`src/sv/wsdm_pkg.sv`:
```
// Shared types, constants and tables of the wind speed and direction monitor.
`timescale 1ns / 1ps
`default_nettype none

package wsdm_pkg;

    localparam int ADC_WIDTH    = 12;
    localparam int SECTORS      = 16;
    localparam int SECTOR_W     = 4;
    localparam int CNT_W        = 16;
    localparam int SUM_W        = 23;
    localparam int SAMPLE_W     = 8;
    localparam int SCALE_W      = 8;
    localparam int SPEED_W      = 24;
    localparam int ANGLE_W      = 16;
    localparam int TRIG_W       = 16;
    localparam int CORDIC_STEPS = 16;
    localparam int STEP_W       = 4;
    localparam int CORDIC_SHIFT = 8;
    localparam int CORDIC_W     = 33;
    localparam int CFG_IDX_W    = 2;

    localparam logic [SAMPLE_W-1:0] MAX_SAMPLES = 8'd255;
    localparam logic [CNT_W-1:0]    CNT_MAX     = 16'hFFFF;
    localparam logic [ANGLE_W-1:0]  HALF_TURN   = 16'h8000;

    // Event kinds on the input channel
    typedef enum logic [1:0] {
        MODE_PULSE  = 2'd0,
        MODE_SAMPLE = 2'd1,
        MODE_REPORT = 2'd2,
        MODE_NONE   = 2'd3
    } mode_t;

    // Configuration register indexes
    typedef enum logic [CFG_IDX_W-1:0] {
        CFG_TOLERANCE  = 2'd0,
        CFG_AVG_SCALE  = 2'd1,
        CFG_PEAK_SCALE = 2'd2,
        CFG_UNUSED     = 2'd3
    } cfg_idx_t;

    // Sequencer states
    typedef enum logic [1:0] {
        ST_IDLE  = 2'd0,
        ST_MATCH = 2'd1,
        ST_MEAN  = 2'd2,
        ST_DONE  = 2'd3
    } state_t;

    // Request to the angle unit
    typedef struct packed {
        logic                    start;
        logic [SUM_W-1:0]        sum_cos;
        logic [SUM_W-1:0]        sum_sin;
    } cordic_req_t;

    // Answer from the angle unit
    typedef struct packed {
        logic                    done;
        logic [ANGLE_W-1:0]      angle;
    } cordic_rsp_t;

    // Vane calibration voltages in ADC counts, one per sector
    function automatic logic [ADC_WIDTH-1:0] vane_adc(input logic [SECTOR_W-1:0] idx);
        logic [ADC_WIDTH-1:0] v;
        case (idx)
            4'd0:    v = 12'd510;
            4'd1:    v = 12'd1707;
            4'd2:    v = 12'd1491;
            4'd3:    v = 12'd3467;
            4'd4:    v = 12'd3376;
            4'd5:    v = 12'd3572;
            4'd6:    v = 12'd2789;
            4'd7:    v = 12'd3149;
            4'd8:    v = 12'd2237;
            4'd9:    v = 12'd2454;
            4'd10:   v = 12'd929;
            4'd11:   v = 12'd1022;
            4'd12:   v = 12'd153;
            4'd13:   v = 12'd410;
            4'd14:   v = 12'd276;
            default: v = 12'd724;
        endcase
        return v;
    endfunction

    // Sector cosine in Q1.14
    function automatic logic signed [TRIG_W-1:0] cos_q14(input logic [SECTOR_W-1:0] idx);
        logic signed [TRIG_W-1:0] v;
        case (idx)
            4'd0:    v = 16'sd16384;
            4'd1:    v = 16'sd15137;
            4'd2:    v = 16'sd11585;
            4'd3:    v = 16'sd6270;
            4'd4:    v = 16'sd0;
            4'd5:    v = -16'sd6270;
            4'd6:    v = -16'sd11585;
            4'd7:    v = -16'sd15137;
            4'd8:    v = -16'sd16384;
            4'd9:    v = -16'sd15137;
            4'd10:   v = -16'sd11585;
            4'd11:   v = -16'sd6270;
            4'd12:   v = 16'sd0;
            4'd13:   v = 16'sd6270;
            4'd14:   v = 16'sd11585;
            default: v = 16'sd15137;
        endcase
        return v;
    endfunction

    // Sector sine in Q1.14: a quarter turn behind the cosine
    function automatic logic signed [TRIG_W-1:0] sin_q14(input logic [SECTOR_W-1:0] idx);
        return cos_q14(idx - 4'd4);
    endfunction

    // atan(2^-i) in units of 65536 per circle
    function automatic logic [ANGLE_W-1:0] atan_units(input logic [STEP_W-1:0] step);
        logic [ANGLE_W-1:0] v;
        case (step)
            4'd0:    v = 16'd8192;
            4'd1:    v = 16'd4836;
            4'd2:    v = 16'd2555;
            4'd3:    v = 16'd1297;
            4'd4:    v = 16'd651;
            4'd5:    v = 16'd326;
            4'd6:    v = 16'd163;
            4'd7:    v = 16'd81;
            4'd8:    v = 16'd41;
            4'd9:    v = 16'd20;
            4'd10:   v = 16'd10;
            4'd11:   v = 16'd5;
            4'd12:   v = 16'd3;
            4'd13:   v = 16'd1;
            4'd14:   v = 16'd1;
            default: v = 16'd0;
        endcase
        return v;
    endfunction

endpackage

`default_nettype wire

```
`src/sv/wind_speed_direction_monitor.sv`:
```
// Top level of the wind speed and direction monitor: sequencer, counters and result word.
//
// Input channel (in_valid, in_stall, mode, adc_sample) takes one event word:
// an anemometer pulse, a vane sample tick or a report tick. in_stall is high
// while an event is being worked on. Every event gives exactly one result word
// on the output channel (out_valid, out_stall and the result fields); fields
// that the event kind does not produce are zero.
// Work per event: a pulse or an unused kind goes straight to the result load; a
// sample tick first runs the calibration search, which tests one table entry a
// cycle until the first match or the last entry; a report tick first starts the
// iterative CORDIC unit and waits for its load and 16 steps, which are skipped
// when both sums are zero. The word appears as in_stall falls.
// The result sits in an output register, so a new event is accepted while a
// finished result waits; if out_stall is held, the following result waits in
// the sequencer and in_stall stays high until the output register frees.
// Configuration (cfg_valid, cfg_ready, cfg_index, cfg_data) is always ready;
// write it only while the block is idle.
// Reset clears the counters, sums, peak and output valid flag and loads the
// register defaults: tolerance 62, average scale 24, peak scale 80.
`timescale 1ns / 1ps
`default_nettype none

module wind_speed_direction_monitor
    import wsdm_pkg::*;
(
    input  wire logic                    clk,
    input  wire logic                    rst_n,
    // event channel
    input  wire logic                    in_valid,
    output logic                         in_stall,
    input  wire logic [1:0]              mode,
    input  wire logic [ADC_WIDTH-1:0]    adc_sample,
    // result channel
    output logic                         out_valid,
    input  wire logic                    out_stall,
    output logic                         dir_valid,
    output logic [SECTOR_W-1:0]          dir_sector,
    output logic                         report_valid,
    output logic [SPEED_W-1:0]           avg_speed,
    output logic [SPEED_W-1:0]           peak_speed,
    output logic [SECTOR_W-1:0]          peak_sector,
    output logic                         mean_valid,
    output logic [ANGLE_W-1:0]           mean_angle,
    output logic [SAMPLE_W-1:0]          mean_samples,
    output logic [CNT_W-1:0]             pulse_total,
    // configuration write channel
    input  wire logic                    cfg_valid,
    output logic                         cfg_ready,
    input  wire logic [CFG_IDX_W-1:0]    cfg_index,
    input  wire logic [31:0]             cfg_data
);

    // configuration
    logic [ADC_WIDTH-1:0]   tol_reg, tol_next;
    logic [SCALE_W-1:0]     avg_scale_reg, avg_scale_next;
    logic [SCALE_W-1:0]     peak_scale_reg, peak_scale_next;

    // window state
    logic [CNT_W-1:0]       window_reg, window_next;
    logic [CNT_W-1:0]       gust_reg, gust_next;
    logic [CNT_W-1:0]       peak_reg, peak_next;
    logic [SECTOR_W-1:0]    peak_dir_reg, peak_dir_next;
    logic [SUM_W-1:0]       sum_cos_reg, sum_cos_next;
    logic [SUM_W-1:0]       sum_sin_reg, sum_sin_next;
    logic [SAMPLE_W-1:0]    count_reg, count_next;

    // sequencer
    state_t                 state_reg, state_next;
    mode_t                  mode_reg, mode_next;
    logic [SECTOR_W-1:0]    idx_reg, idx_next;
    logic [ADC_WIDTH-1:0]   adc_reg, adc_next;
    logic                   hit_reg, hit_next;
    logic [SECTOR_W-1:0]    sector_reg, sector_next;

    // report capture
    logic [SPEED_W-1:0]     rpt_avg_reg, rpt_avg_next;
    logic [SPEED_W-1:0]     rpt_peak_reg, rpt_peak_next;
    logic [SECTOR_W-1:0]    rpt_dir_reg, rpt_dir_next;
    logic [SAMPLE_W-1:0]    rpt_count_reg, rpt_count_next;
    logic [CNT_W-1:0]       rpt_pulses_reg, rpt_pulses_next;
    logic [ANGLE_W-1:0]     rpt_ang_reg, rpt_ang_next;

    // output register
    logic                   out_valid_reg, out_valid_next;
    logic                   dir_valid_reg, dir_valid_next;
    logic [SECTOR_W-1:0]    dir_sector_reg, dir_sector_next;
    logic                   report_valid_reg, report_valid_next;
    logic [SPEED_W-1:0]     avg_speed_reg, avg_speed_next;
    logic [SPEED_W-1:0]     peak_speed_reg, peak_speed_next;
    logic [SECTOR_W-1:0]    peak_sector_reg, peak_sector_next;
    logic                   mean_valid_reg, mean_valid_next;
    logic [ANGLE_W-1:0]     mean_angle_reg, mean_angle_next;
    logic [SAMPLE_W-1:0]    mean_samples_reg, mean_samples_next;
    logic [CNT_W-1:0]       pulse_total_reg, pulse_total_next;

    logic                   in_accept;
    logic                   out_free;
    logic [ADC_WIDTH-1:0]   ref_adc;
    logic [ADC_WIDTH-1:0]   diff;
    logic                   found;
    cordic_req_t            cordic_req;
    cordic_rsp_t            cordic_rsp;

    wsdm_cordic u_cordic (
        .clk   (clk),
        .rst_n (rst_n),
        .req   (cordic_req),
        .rsp   (cordic_rsp)
    );

    assign in_stall  = (state_reg != ST_IDLE);
    assign in_accept = in_valid && !in_stall;
    assign out_free  = !out_valid_reg || !out_stall;
    assign cfg_ready = 1'b1;

    // Distance of the held sample from the current table entry
    always_comb
    begin
        ref_adc = vane_adc(idx_reg);
        diff    = (adc_reg >= ref_adc) ? (adc_reg - ref_adc) : (ref_adc - adc_reg);
        found   = (diff <= tol_reg);
    end

    // Sequencer, state update and result load
    always_comb
    begin
        tol_next          = tol_reg;
        avg_scale_next    = avg_scale_reg;
        peak_scale_next   = peak_scale_reg;
        window_next       = window_reg;
        gust_next         = gust_reg;
        peak_next         = peak_reg;
        peak_dir_next     = peak_dir_reg;
        sum_cos_next      = sum_cos_reg;
        sum_sin_next      = sum_sin_reg;
        count_next        = count_reg;
        state_next        = state_reg;
        mode_next         = mode_reg;
        idx_next          = idx_reg;
        adc_next          = adc_reg;
        hit_next          = hit_reg;
        sector_next       = sector_reg;
        rpt_avg_next      = rpt_avg_reg;
        rpt_peak_next     = rpt_peak_reg;
        rpt_dir_next      = rpt_dir_reg;
        rpt_count_next    = rpt_count_reg;
        rpt_pulses_next   = rpt_pulses_reg;
        rpt_ang_next      = rpt_ang_reg;
        out_valid_next    = out_valid_reg && out_stall;
        dir_valid_next    = dir_valid_reg;
        dir_sector_next   = dir_sector_reg;
        report_valid_next = report_valid_reg;
        avg_speed_next    = avg_speed_reg;
        peak_speed_next   = peak_speed_reg;
        peak_sector_next  = peak_sector_reg;
        mean_valid_next   = mean_valid_reg;
        mean_angle_next   = mean_angle_reg;
        mean_samples_next = mean_samples_reg;
        pulse_total_next  = pulse_total_reg;

        cordic_req.start   = 1'b0;
        cordic_req.sum_cos = sum_cos_reg;
        cordic_req.sum_sin = sum_sin_reg;

        // take configuration writes
        if (cfg_valid && cfg_ready) begin
            case (cfg_idx_t'(cfg_index))
                CFG_TOLERANCE:  tol_next        = cfg_data[ADC_WIDTH-1:0];
                CFG_AVG_SCALE:  avg_scale_next  = cfg_data[SCALE_W-1:0];
                CFG_PEAK_SCALE: peak_scale_next = cfg_data[SCALE_W-1:0];
                default:        ;
            endcase
        end

        case (state_reg)
            ST_IDLE:
            begin
                if (in_accept) begin
                    mode_next   = mode_t'(mode);
                    adc_next    = adc_sample[ADC_WIDTH-1:0];
                    idx_next    = '0;
                    hit_next    = 1'b0;
                    sector_next = '0;
                    case (mode_t'(mode))
                        MODE_PULSE:
                        begin
                            // count the pulse, holding at full scale
                            if (window_reg != CNT_MAX) begin
                                window_next = window_reg + 1'b1;
                            end
                            if (gust_reg != CNT_MAX) begin
                                gust_next = gust_reg + 1'b1;
                            end
                            state_next = ST_DONE;
                        end
                        MODE_SAMPLE:
                        begin
                            state_next = ST_MATCH;
                        end
                        MODE_REPORT:
                        begin
                            // capture the window, start the angle, clear the window
                            rpt_avg_next     = SPEED_W'(window_reg) * SPEED_W'(avg_scale_reg);
                            rpt_peak_next    = SPEED_W'(peak_reg) * SPEED_W'(peak_scale_reg);
                            rpt_dir_next     = peak_dir_reg;
                            rpt_count_next   = count_reg;
                            rpt_pulses_next  = window_reg;
                            cordic_req.start = 1'b1;
                            window_next      = '0;
                            peak_next        = '0;
                            sum_cos_next     = '0;
                            sum_sin_next     = '0;
                            count_next       = '0;
                            state_next       = ST_MEAN;
                        end
                        default:
                        begin
                            state_next = ST_DONE;
                        end
                    endcase
                end
            end
            ST_MATCH:
            begin
                // test one calibration entry a cycle; first match wins
                if (found || idx_reg == SECTOR_W'(SECTORS - 1)) begin
                    hit_next    = found;
                    sector_next = found ? idx_reg : '0;
                    if (found && count_reg < MAX_SAMPLES) begin
                        sum_cos_next = sum_cos_reg + SUM_W'(cos_q14(idx_reg));
                        sum_sin_next = sum_sin_reg + SUM_W'(sin_q14(idx_reg));
                        count_next   = count_reg + 1'b1;
                    end
                    if (gust_reg > peak_reg) begin
                        peak_next = gust_reg;
                        if (found) begin
                            peak_dir_next = idx_reg;
                        end
                    end
                    gust_next  = '0;
                    state_next = ST_DONE;
                end else begin
                    idx_next = idx_reg + 1'b1;
                end
            end
            ST_MEAN:
            begin
                // wait for the angle unit
                if (cordic_rsp.done) begin
                    rpt_ang_next = cordic_rsp.angle;
                    state_next   = ST_DONE;
                end
            end
            ST_DONE:
            begin
                // load the result word once the output register is free
                if (out_free) begin
                    out_valid_next    = 1'b1;
                    dir_valid_next    = 1'b0;
                    dir_sector_next   = '0;
                    report_valid_next = 1'b0;
                    avg_speed_next    = '0;
                    peak_speed_next   = '0;
                    peak_sector_next  = '0;
                    mean_valid_next   = 1'b0;
                    mean_angle_next   = '0;
                    mean_samples_next = '0;
                    pulse_total_next  = '0;
                    case (mode_reg)
                        MODE_SAMPLE:
                        begin
                            dir_valid_next  = hit_reg;
                            dir_sector_next = sector_reg;
                        end
                        MODE_REPORT:
                        begin
                            report_valid_next = 1'b1;
                            avg_speed_next    = rpt_avg_reg;
                            peak_speed_next   = rpt_peak_reg;
                            peak_sector_next  = rpt_dir_reg;
                            pulse_total_next  = rpt_pulses_reg;
                            if (rpt_count_reg != '0) begin
                                mean_valid_next   = 1'b1;
                                mean_angle_next   = rpt_ang_reg;
                                mean_samples_next = rpt_count_reg;
                            end
                        end
                        default: ;
                    endcase
                    state_next = ST_IDLE;
                end
            end
            default:
            begin
                state_next = ST_IDLE;
            end
        endcase
    end

    // Control, configuration and window state
    always_ff @(posedge clk or negedge rst_n)
    begin
        if (!rst_n) begin
            tol_reg        <= 12'd62;
            avg_scale_reg  <= 8'd24;
            peak_scale_reg <= 8'd80;
            window_reg     <= '0;
            gust_reg       <= '0;
            peak_reg       <= '0;
            peak_dir_reg   <= '0;
            sum_cos_reg    <= '0;
            sum_sin_reg    <= '0;
            count_reg      <= '0;
            state_reg      <= ST_IDLE;
            out_valid_reg  <= 1'b0;
        end else begin
            tol_reg        <= tol_next;
            avg_scale_reg  <= avg_scale_next;
            peak_scale_reg <= peak_scale_next;
            window_reg     <= window_next;
            gust_reg       <= gust_next;
            peak_reg       <= peak_next;
            peak_dir_reg   <= peak_dir_next;
            sum_cos_reg    <= sum_cos_next;
            sum_sin_reg    <= sum_sin_next;
            count_reg      <= count_next;
            state_reg      <= state_next;
            out_valid_reg  <= out_valid_next;
        end
    end

    // Working and result payload
    always_ff @(posedge clk)
    begin
        mode_reg         <= mode_next;
        idx_reg          <= idx_next;
        adc_reg          <= adc_next;
        hit_reg          <= hit_next;
        sector_reg       <= sector_next;
        rpt_avg_reg      <= rpt_avg_next;
        rpt_peak_reg     <= rpt_peak_next;
        rpt_dir_reg      <= rpt_dir_next;
        rpt_count_reg    <= rpt_count_next;
        rpt_pulses_reg   <= rpt_pulses_next;
        rpt_ang_reg      <= rpt_ang_next;
        dir_valid_reg    <= dir_valid_next;
        dir_sector_reg   <= dir_sector_next;
        report_valid_reg <= report_valid_next;
        avg_speed_reg    <= avg_speed_next;
        peak_speed_reg   <= peak_speed_next;
        peak_sector_reg  <= peak_sector_next;
        mean_valid_reg   <= mean_valid_next;
        mean_angle_reg   <= mean_angle_next;
        mean_samples_reg <= mean_samples_next;
        pulse_total_reg  <= pulse_total_next;
    end

    assign out_valid    = out_valid_reg;
    assign dir_valid    = dir_valid_reg;
    assign dir_sector   = dir_sector_reg;
    assign report_valid = report_valid_reg;
    assign avg_speed    = avg_speed_reg;
    assign peak_speed   = peak_speed_reg;
    assign peak_sector  = peak_sector_reg;
    assign mean_valid   = mean_valid_reg;
    assign mean_angle   = mean_angle_reg;
    assign mean_samples = mean_samples_reg;
    assign pulse_total  = pulse_total_reg;

endmodule

`default_nettype wire

```
`src/sv/wsdm_cordic.sv`:
```
// Iterative CORDIC vectoring unit giving the angle of the summed wind vector.
`timescale 1ns / 1ps
`default_nettype none

module wsdm_cordic
    import wsdm_pkg::*;
(
    input  wire logic        clk,
    input  wire logic        rst_n,
    input  wire cordic_req_t req,
    output cordic_rsp_t      rsp
);

    logic                       busy_reg, busy_next;
    logic                       done_reg, done_next;
    logic [STEP_W-1:0]          step_reg, step_next;
    logic signed [CORDIC_W-1:0] x_reg, x_next;
    logic signed [CORDIC_W-1:0] y_reg, y_next;
    logic [ANGLE_W-1:0]         ang_reg, ang_next;

    logic signed [CORDIC_W-1:0] x_init;
    logic signed [CORDIC_W-1:0] y_init;
    logic signed [CORDIC_W-1:0] dx;
    logic signed [CORDIC_W-1:0] dy;
    logic                       y_pos;

    // Scale the sums up and run one rotation step per cycle while busy, shifting x and y by the step number
    always_comb
    begin
        x_init    = CORDIC_W'($signed(req.sum_cos)) <<< CORDIC_SHIFT;
        y_init    = CORDIC_W'($signed(req.sum_sin)) <<< CORDIC_SHIFT;
        dx        = y_reg >>> step_reg;
        dy        = x_reg >>> step_reg;
        y_pos     = !y_reg[CORDIC_W-1] && (y_reg != '0);

        busy_next = busy_reg;
        done_next = 1'b0;
        step_next = step_reg;
        x_next    = x_reg;
        y_next    = y_reg;
        ang_next  = ang_reg;

        if (req.start) begin
            step_next = '0;
            if (x_init == '0 && y_init == '0) begin
                // cancelling vectors: angle is zero at once
                ang_next  = '0;
                busy_next = 1'b0;
                done_next = 1'b1;
            end else if (x_init[CORDIC_W-1]) begin
                // turn into the right half plane
                x_next    = -x_init;
                y_next    = -y_init;
                ang_next  = HALF_TURN;
                busy_next = 1'b1;
            end else begin
                x_next    = x_init;
                y_next    = y_init;
                ang_next  = '0;
                busy_next = 1'b1;
            end
        end else if (busy_reg) begin
            if (y_pos) begin
                x_next   = x_reg + dx;
                y_next   = y_reg - dy;
                ang_next = ang_reg + atan_units(step_reg);
            end else begin
                x_next   = x_reg - dx;
                y_next   = y_reg + dy;
                ang_next = ang_reg - atan_units(step_reg);
            end
            step_next = step_reg + 1'b1;
            if (step_reg == STEP_W'(CORDIC_STEPS - 1)) begin
                busy_next = 1'b0;
                done_next = 1'b1;
            end
        end
    end

    always_ff @(posedge clk or negedge rst_n)
    begin
        if (!rst_n) begin
            busy_reg <= 1'b0;
            done_reg <= 1'b0;
            step_reg <= '0;
        end else begin
            busy_reg <= busy_next;
            done_reg <= done_next;
            step_reg <= step_next;
        end
    end

    // Datapath registers need no reset
    always_ff @(posedge clk)
    begin
        x_reg   <= x_next;
        y_reg   <= y_next;
        ang_reg <= ang_next;
    end

    assign rsp.done  = done_reg;
    assign rsp.angle = ang_reg;

endmodule

`default_nettype wire

```
`config.mk`:
```
export PLATFORM = sky130hd
export DESIGN_NAME = wind_speed_direction_monitor
export DESIGN_NICKNAME = d
export VERILOG_FILES = /design/src/sv/wsdm_pkg.sv /design/src/sv/wind_speed_direction_monitor.sv /design/src/sv/wsdm_cordic.sv
export SDC_FILE = /design/constraint.sdc
export NUM_CORES = 2
export LEC_CHECK = 0
export ABC_CLOCK_PERIOD_IN_PS = 7800
export BUFFER_PORTS_ARGS = -buffer_cell sky130_fd_sc_hd__clkbuf_2
export CAP_MARGIN = 20
export CORE_UTILIZATION = 58
export CTS_CLUSTER_DIAMETER = 150
export DETAILED_ROUTE_END_ITERATION = 7
export PLACE_DENSITY = 0.78
export SYNTH_ARGS = -nofsm -noshare
export SYNTH_HDL_FRONTEND = slang
export SYNTH_SLANG_ARGS = --single-unit
```
`constraint.sdc`:
```
create_clock -name clk -period 7.8 [get_ports clk]
set_input_delay 0 -clock clk [delete_from_list [all_inputs] [get_ports clk]]
set_output_delay 0 -clock clk [all_outputs]
set_load 0.01 [all_outputs]
```
# ---- Yosys cells after proc, flatten, opt, wreduce, memory -nomap -nowiden
# Memory sizes are Yosys's and may differ from the RTL's. A register that Yosys moved wholly into a read port is not among the register bits.
# Index checks and enable logic that the tools add are counted.
# Widths: inputs -> output; s select.
dict set report word_totals {
  regBits 439
  latchBits 0
  mem_bits_rw 0
  rom_bits 1152
  inputBits 53
  word_cells 221
  memories 5
}
dict set report op_classes {
  add_sub_neg 18
  mul 2
  div_mod_pow 0
  magnitude_cmp 4
  n_eq_ne 25
  shift 2
  muxes 87
  n_bitwise 0
  reduce_logical 39
}
# name depth width rd rd_clocked_by_memory_dff wr line
set memory_table {}
lappend memory_table {{(no name shown)} 16 16 1 1 0 wsdm_pkg.sv:91} ;# case (idx)
lappend memory_table {{(no name shown)} 16 16 1 0 0 wsdm_pkg.sv:91}
lappend memory_table {{(no name shown)} 16 14 1 0 0 wsdm_pkg.sv:120} ;# case (step)
lappend memory_table {{(no name shown)} 16 14 1 0 0 wsdm_pkg.sv:120}
lappend memory_table {{(no name shown)} 16 12 1 1 0 wsdm_pkg.sv:67} ;# case (idx)
# operator count
set ops {}
lappend ops {{$mux 16} 26}
lappend ops {{$mux 33} 10}
lappend ops {{$mux 23} 6}
lappend ops {{$pmux 16 s2} 3}
lappend ops {{$pmux 23 s2} 2}
lappend ops {{$add 33x33->33} 2}
lappend ops {{$logic_not 33->1} 2}
lappend ops {{$neg 31->33} 2}
lappend ops {{$sshr 33x4->33} 2}
lappend ops {{$sub 33x33->33} 2}
lappend ops {{$mul 16x8->24} 2}
lappend ops {{$add 23x23->23} 2}
lappend ops {{$reduce_bool 33->1} 1}
lappend ops {{$add 16x1->16 const B} 2}
lappend ops {{$mux 4} 8}
lappend ops {{$mux 8} 4}
lappend ops {{$ne 16x16->1 const B} 2}
lappend ops {{$sub 12x12->12} 2}
lappend ops {{$ne 2x2->1 const B} 9}
lappend ops {{$mux 1} 17}
lappend ops {{$add 16x16->16} 1}
lappend ops {{$gt 16x16->1} 1}
lappend ops {{$pmux 4 s2} 2}
lappend ops {{$pmux 8 s2} 1}
lappend ops {{26 further kinds} 66}

# ---- Longest topological paths before layout
dict set report logic_depth {
  ltp_word 11
  mapped_depth 29
  ltp_nobuf 28
}

# ---- Modules after synthesis
# Synthesis repeated with hierarchy kept, for this count alone.
dict set report unflattened {
  cells_unflattened 4151
  hier_area_um2 40199.8
}
# mod instances cells_each area_per_inst_um2 seq_area_each_um2
set modules_own_cells {}
lappend modules_own_cells {wind_speed_direction_monitor 1 2535 26492.9 10346.2}
lappend modules_own_cells {wsdm_cordic 1 1616 13706.9 2612.5}

# ---- Least setup slack after synthesis
# OpenSTA, ideal clock, no wires.
dict set report synth_timing {
  path_kind {reg-to-reg}
  start {reg state_reg[1]}
  end {reg avg_speed_reg[0], in the netlist avg_speed[0], enable pin}
  setup_ns 0.708
  t_arrival_ns 7.721
  required_ns 7.092
  path_slack_ns -0.629
  stages_incl_launch_ff 3
  n_path_buf 0
  period_less_slack_ns 8.429
  path_cell_list {dfrtp_1 ha_1 a21boi_0}
}
dict set report synth_between {
  elab_chain_cells 2
}
# element line
set synth_rtl {}
lappend synth_rtl {{start, declared} wind_speed_direction_monitor.sv:68} ;# state_t state_reg, state_next;
lappend synth_rtl {{start signal, assigned} wind_speed_direction_monitor.sv:327} ;# state_reg <= state_next;
lappend synth_rtl {{$eq 2x2->1} wind_speed_direction_monitor.sv:175} ;# case (state_reg)
lappend synth_rtl {{$reduce_and 2->1 (no source line)} --}
lappend synth_rtl {{end signal, assigned} wind_speed_direction_monitor.sv:349} ;# avg_speed_reg <= avg_speed_next;
lappend synth_rtl {{end, declared} wind_speed_direction_monitor.sv:88} ;# logic [SPEED_W-1:0] avg_speed_reg, avg_speed_next;
# No other way between the ends.
# A chain may end at the register's enable or synchronous reset.

==> impl_metrics.env <==
export IMPL_numPortBuffers=133
export IMPL_cts_buffers=53
export IMPL_cts_sinks=463
export IMPL_layout_nets=4682
export IMPL_synth_ff_type="edfxtp_1"
export IMPL_maxCapViolations=0
export IMPL_status="complete, no violations"
export IMPL_crit_arrival_ps=7270
export IMPL_root_buffer="clkbuf_16"
export IMPL_rsz0062_at_grt="no"
export IMPL_antenna_found_initial=3
export IMPL_start_util_pct=58.8
export IMPL_yosys_register_bits=463
export IMPL_firstDrtPassIters=5
export IMPL_overflow=0
export IMPL_io_pin_count=155
export IMPL_routabilityCongestion=0.965
export IMPL_clock_path_buffers=3
export IMPL_core_area_sq_um=67400
export IMPL_cts_resized=0
export IMPL_wl_mm=92.8
export IMPL_synth_edff_count=296
export IMPL_yosysUniqueCellTypes=106
export IMPL_met1_usage_pct=36.0
export IMPL_finalSetupTns_ps=0
export IMPL_path_clk_slew_ps=70
export IMPL_yosysWarnings=0
export IMPL_maxSlewHeadroom_pct=35.9
export IMPL_crit_type="flip-flop to flip-flop"
export IMPL_dieArea_sq_um=69400
export IMPL_synth_seq_area_share_pct=32.7
export IMPL_area_delta_synth_final_pct=9.36
export IMPL_grtUsageMet2_pct=44.2
export IMPL_drt_iter0_drc=2379
export IMPL_antennaDiodeCount=0
export IMPL_synth_async_sr_flop_share_pct=30.9
export IMPL_path_max_fanout=13
export IMPL_cts_tree="done"
export IMPL_hold_violations=0
export IMPL_fin_worst_skew_ps=44.6
export IMPL_fin_crit_sh_pct=87.0
export IMPL_layout_min_cycle_time_ps=6790
export IMPL_die_w_microns=263
export IMPL_drive_gt1_share_pct=10.8
export IMPL_grt_pass1_wl_mm=152
export IMPL_use_met3_pct=3.87
export IMPL_cp_start_kind="flip-flop"
export IMPL_hpwl_mm=67.6
export IMPL_max_clock_freq_mhz=147
export IMPL_synthCells=4071
export IMPL_clock_latency_ps=630
export IMPL_ant_nets=0
export IMPL_detail_route_wl_per_cell_microns=18.3
export IMPL_rows=95
export IMPL_h_tree_depth=2
export IMPL_vias=30600
export IMPL_grt_start_max_net_pins=79
export IMPL_hold_ws_ps=0.366
export IMPL_drv_slew=0
export IMPL_tightest_slew_ps=961
export IMPL_slowest_stage="a31oi_1"
export IMPL_drt_vias_per_instance=6.02
export IMPL_hold_class="primary input to async pin"
export IMPL_syn_avg_cell_area_sq_um=9.74
export IMPL_die_h_microns=263
export IMPL_drc_errors=0
export IMPL_globalRouteTotalUtil_pct=26.7
export IMPL_top_usage_layer="met2"
export IMPL_setup_violations=0
export IMPL_crit_required_ps=8280
export IMPL_critPathCaptureType="flip-flop"
export IMPL_synth_nets=4592
export IMPL_grt_pass1_vias=29600
export IMPL_synth_area_sq_um=39700
export IMPL_max_stage_delay_ps=560
==> Yosys cell counts, types with 24 or more instances <==
library cell	number	area (sq um)
a211oi_1	26	195
a21o_1	87	653
a21oi_1	245	1230
a31oi_1	40	250
and2_1	269	1680
and3_1	30	188
buf_1	26	97.6
clkbuf_1	131	492
dfrtp_1	134	3350
dfxtp_1	24	480
edfxtp_1	296	8890
fa_1	175	3500
ha_1	293	3670
inv_1	317	1190
mux2_2	66	743
mux2i_1	89	891
mux4_2	59	1330
nand2_1	449	1690
nand2b_1	36	225
nand3_1	69	345
nand4_1	33	206
nor2_1	196	736
nor2b_1	37	231
nor3_1	61	305
o21a_1	26	195
o21ai_0	183	916
o31ai_1	41	308
or3_1	24	150
xnor2_1	168	1470
xor2_1	118	1030
==> cells by family after synthesis <==
group,count (synthesis),share of synthesized area (%)
flip-flops,463,32.7
AO/OA/AOI/OAI,816,13.1
AND/OR/NAND/NOR,1298,16.4
buffers and inverters,507,5.03
adder cells (fa/ha/maj),468,18.1
multiplexers,232,8.40
other,1,0.00946
XOR/XNOR,286,6.32
==> repair_timing <==
action | in CTS | in global routing
setup buffers | 0 | 0
hold endpoints to repair | 115 | 0
hold buffers | 53 | 0
==> cell type report <==
type	count	area (sq um)
fillers	5339	24000
inverters	320	1210
clock buffers	74	1500
clock inverters	25	329
well taps	873	1090
multi-input cells	3101	24800
flip-flops and latches	463	13000
repair buffers	222	1490
==> layer usage <==
metal  vias up  wire length [microns]
met5         -                      0
met4         0                   3000
met3       190                   6030
met2       992                  44200
met1     14900                  39600
li1      14500                      -
==> final timing paths <==
| check | start | end | slack (ps) | cells past startpoint |
|---|---|---|---|---|
| setup / recovery | adc_reg[0]$_DFFE_PP_ | flip-flop | 1010 | 29 |
| hold / removal | rst_n | u_cordic.step_reg[3]$_DFFE_PN0P_ | 0.4 | 2 |
| setup reg to reg | adc_reg[0]$_DFFE_PP_ | flip-flop | 1010 | 29 |
| hold reg to reg | peak_dir_reg[0]$_DFFE_PN0P_ | rpt_dir_reg[0]$_DFFE_PP_ | 450 | 0 |
| max in group asynchronous | rst_n | tol_reg[11]$_DFFE_PN0P_ | 6310 | 3 |
| min in group clk | in_valid | state_reg[1]$_DFFE_PN0P_ | 90 | 5 |
==> stage by stage <==
stage / instances / setup slack [ps] / utilization, % / area [sq um]
2_1_floorplan: 4071 / 1400 / - / 39700
3_3_place_gp: 4925 / 1200 / 60.8 / 41000
3_5_place_dp: 4925 / 1120 / 60.8 / 41000
4_1_cts: 5077 / 1100 / 64.3 / 43400
5_1_grt: 5078 / 463 / 64.4 / 43400
6_report: 5078 / 1010 / 64.4 / 43400
==> layout by cell type (no fill, tap or decap), drive strengths merged, types with 18 or more instances in the layout <==
master	n
xor2	118
edfxtp	296
mux2i	94
a21oi	245
nand2b	36
o21ai	188
dfxtp	24
nand3	69
clkbuf	206
a21o	87
xnor2	168
and3	30
inv	321
nor2	197
and2	271
buf	37
nand2	450
nor4	23
dfrtp	134
nand4	34
a31oi	40
a211oi	26
dlygate4sd3	53
clkinv	18
ha	293
nor2b	37
fa	175
or3	24
o31ai	42
mux4	67
o21a	26
nor3	61
mux2	71
o21bai	21
==> critical path, delay by kind of cell (launching register included) <==
kind            cells  cell delay [ps]
fa+ha+maj           4             1160
compound gates     14             3160
xor+xnor            1              160
mux                 3              710
flops               1              390
buf+inv             5              940
simple gates        2              140
Power is not shown: default switching activity piles up to over one toggle a cycle in this logic, so the estimate is an artifact.
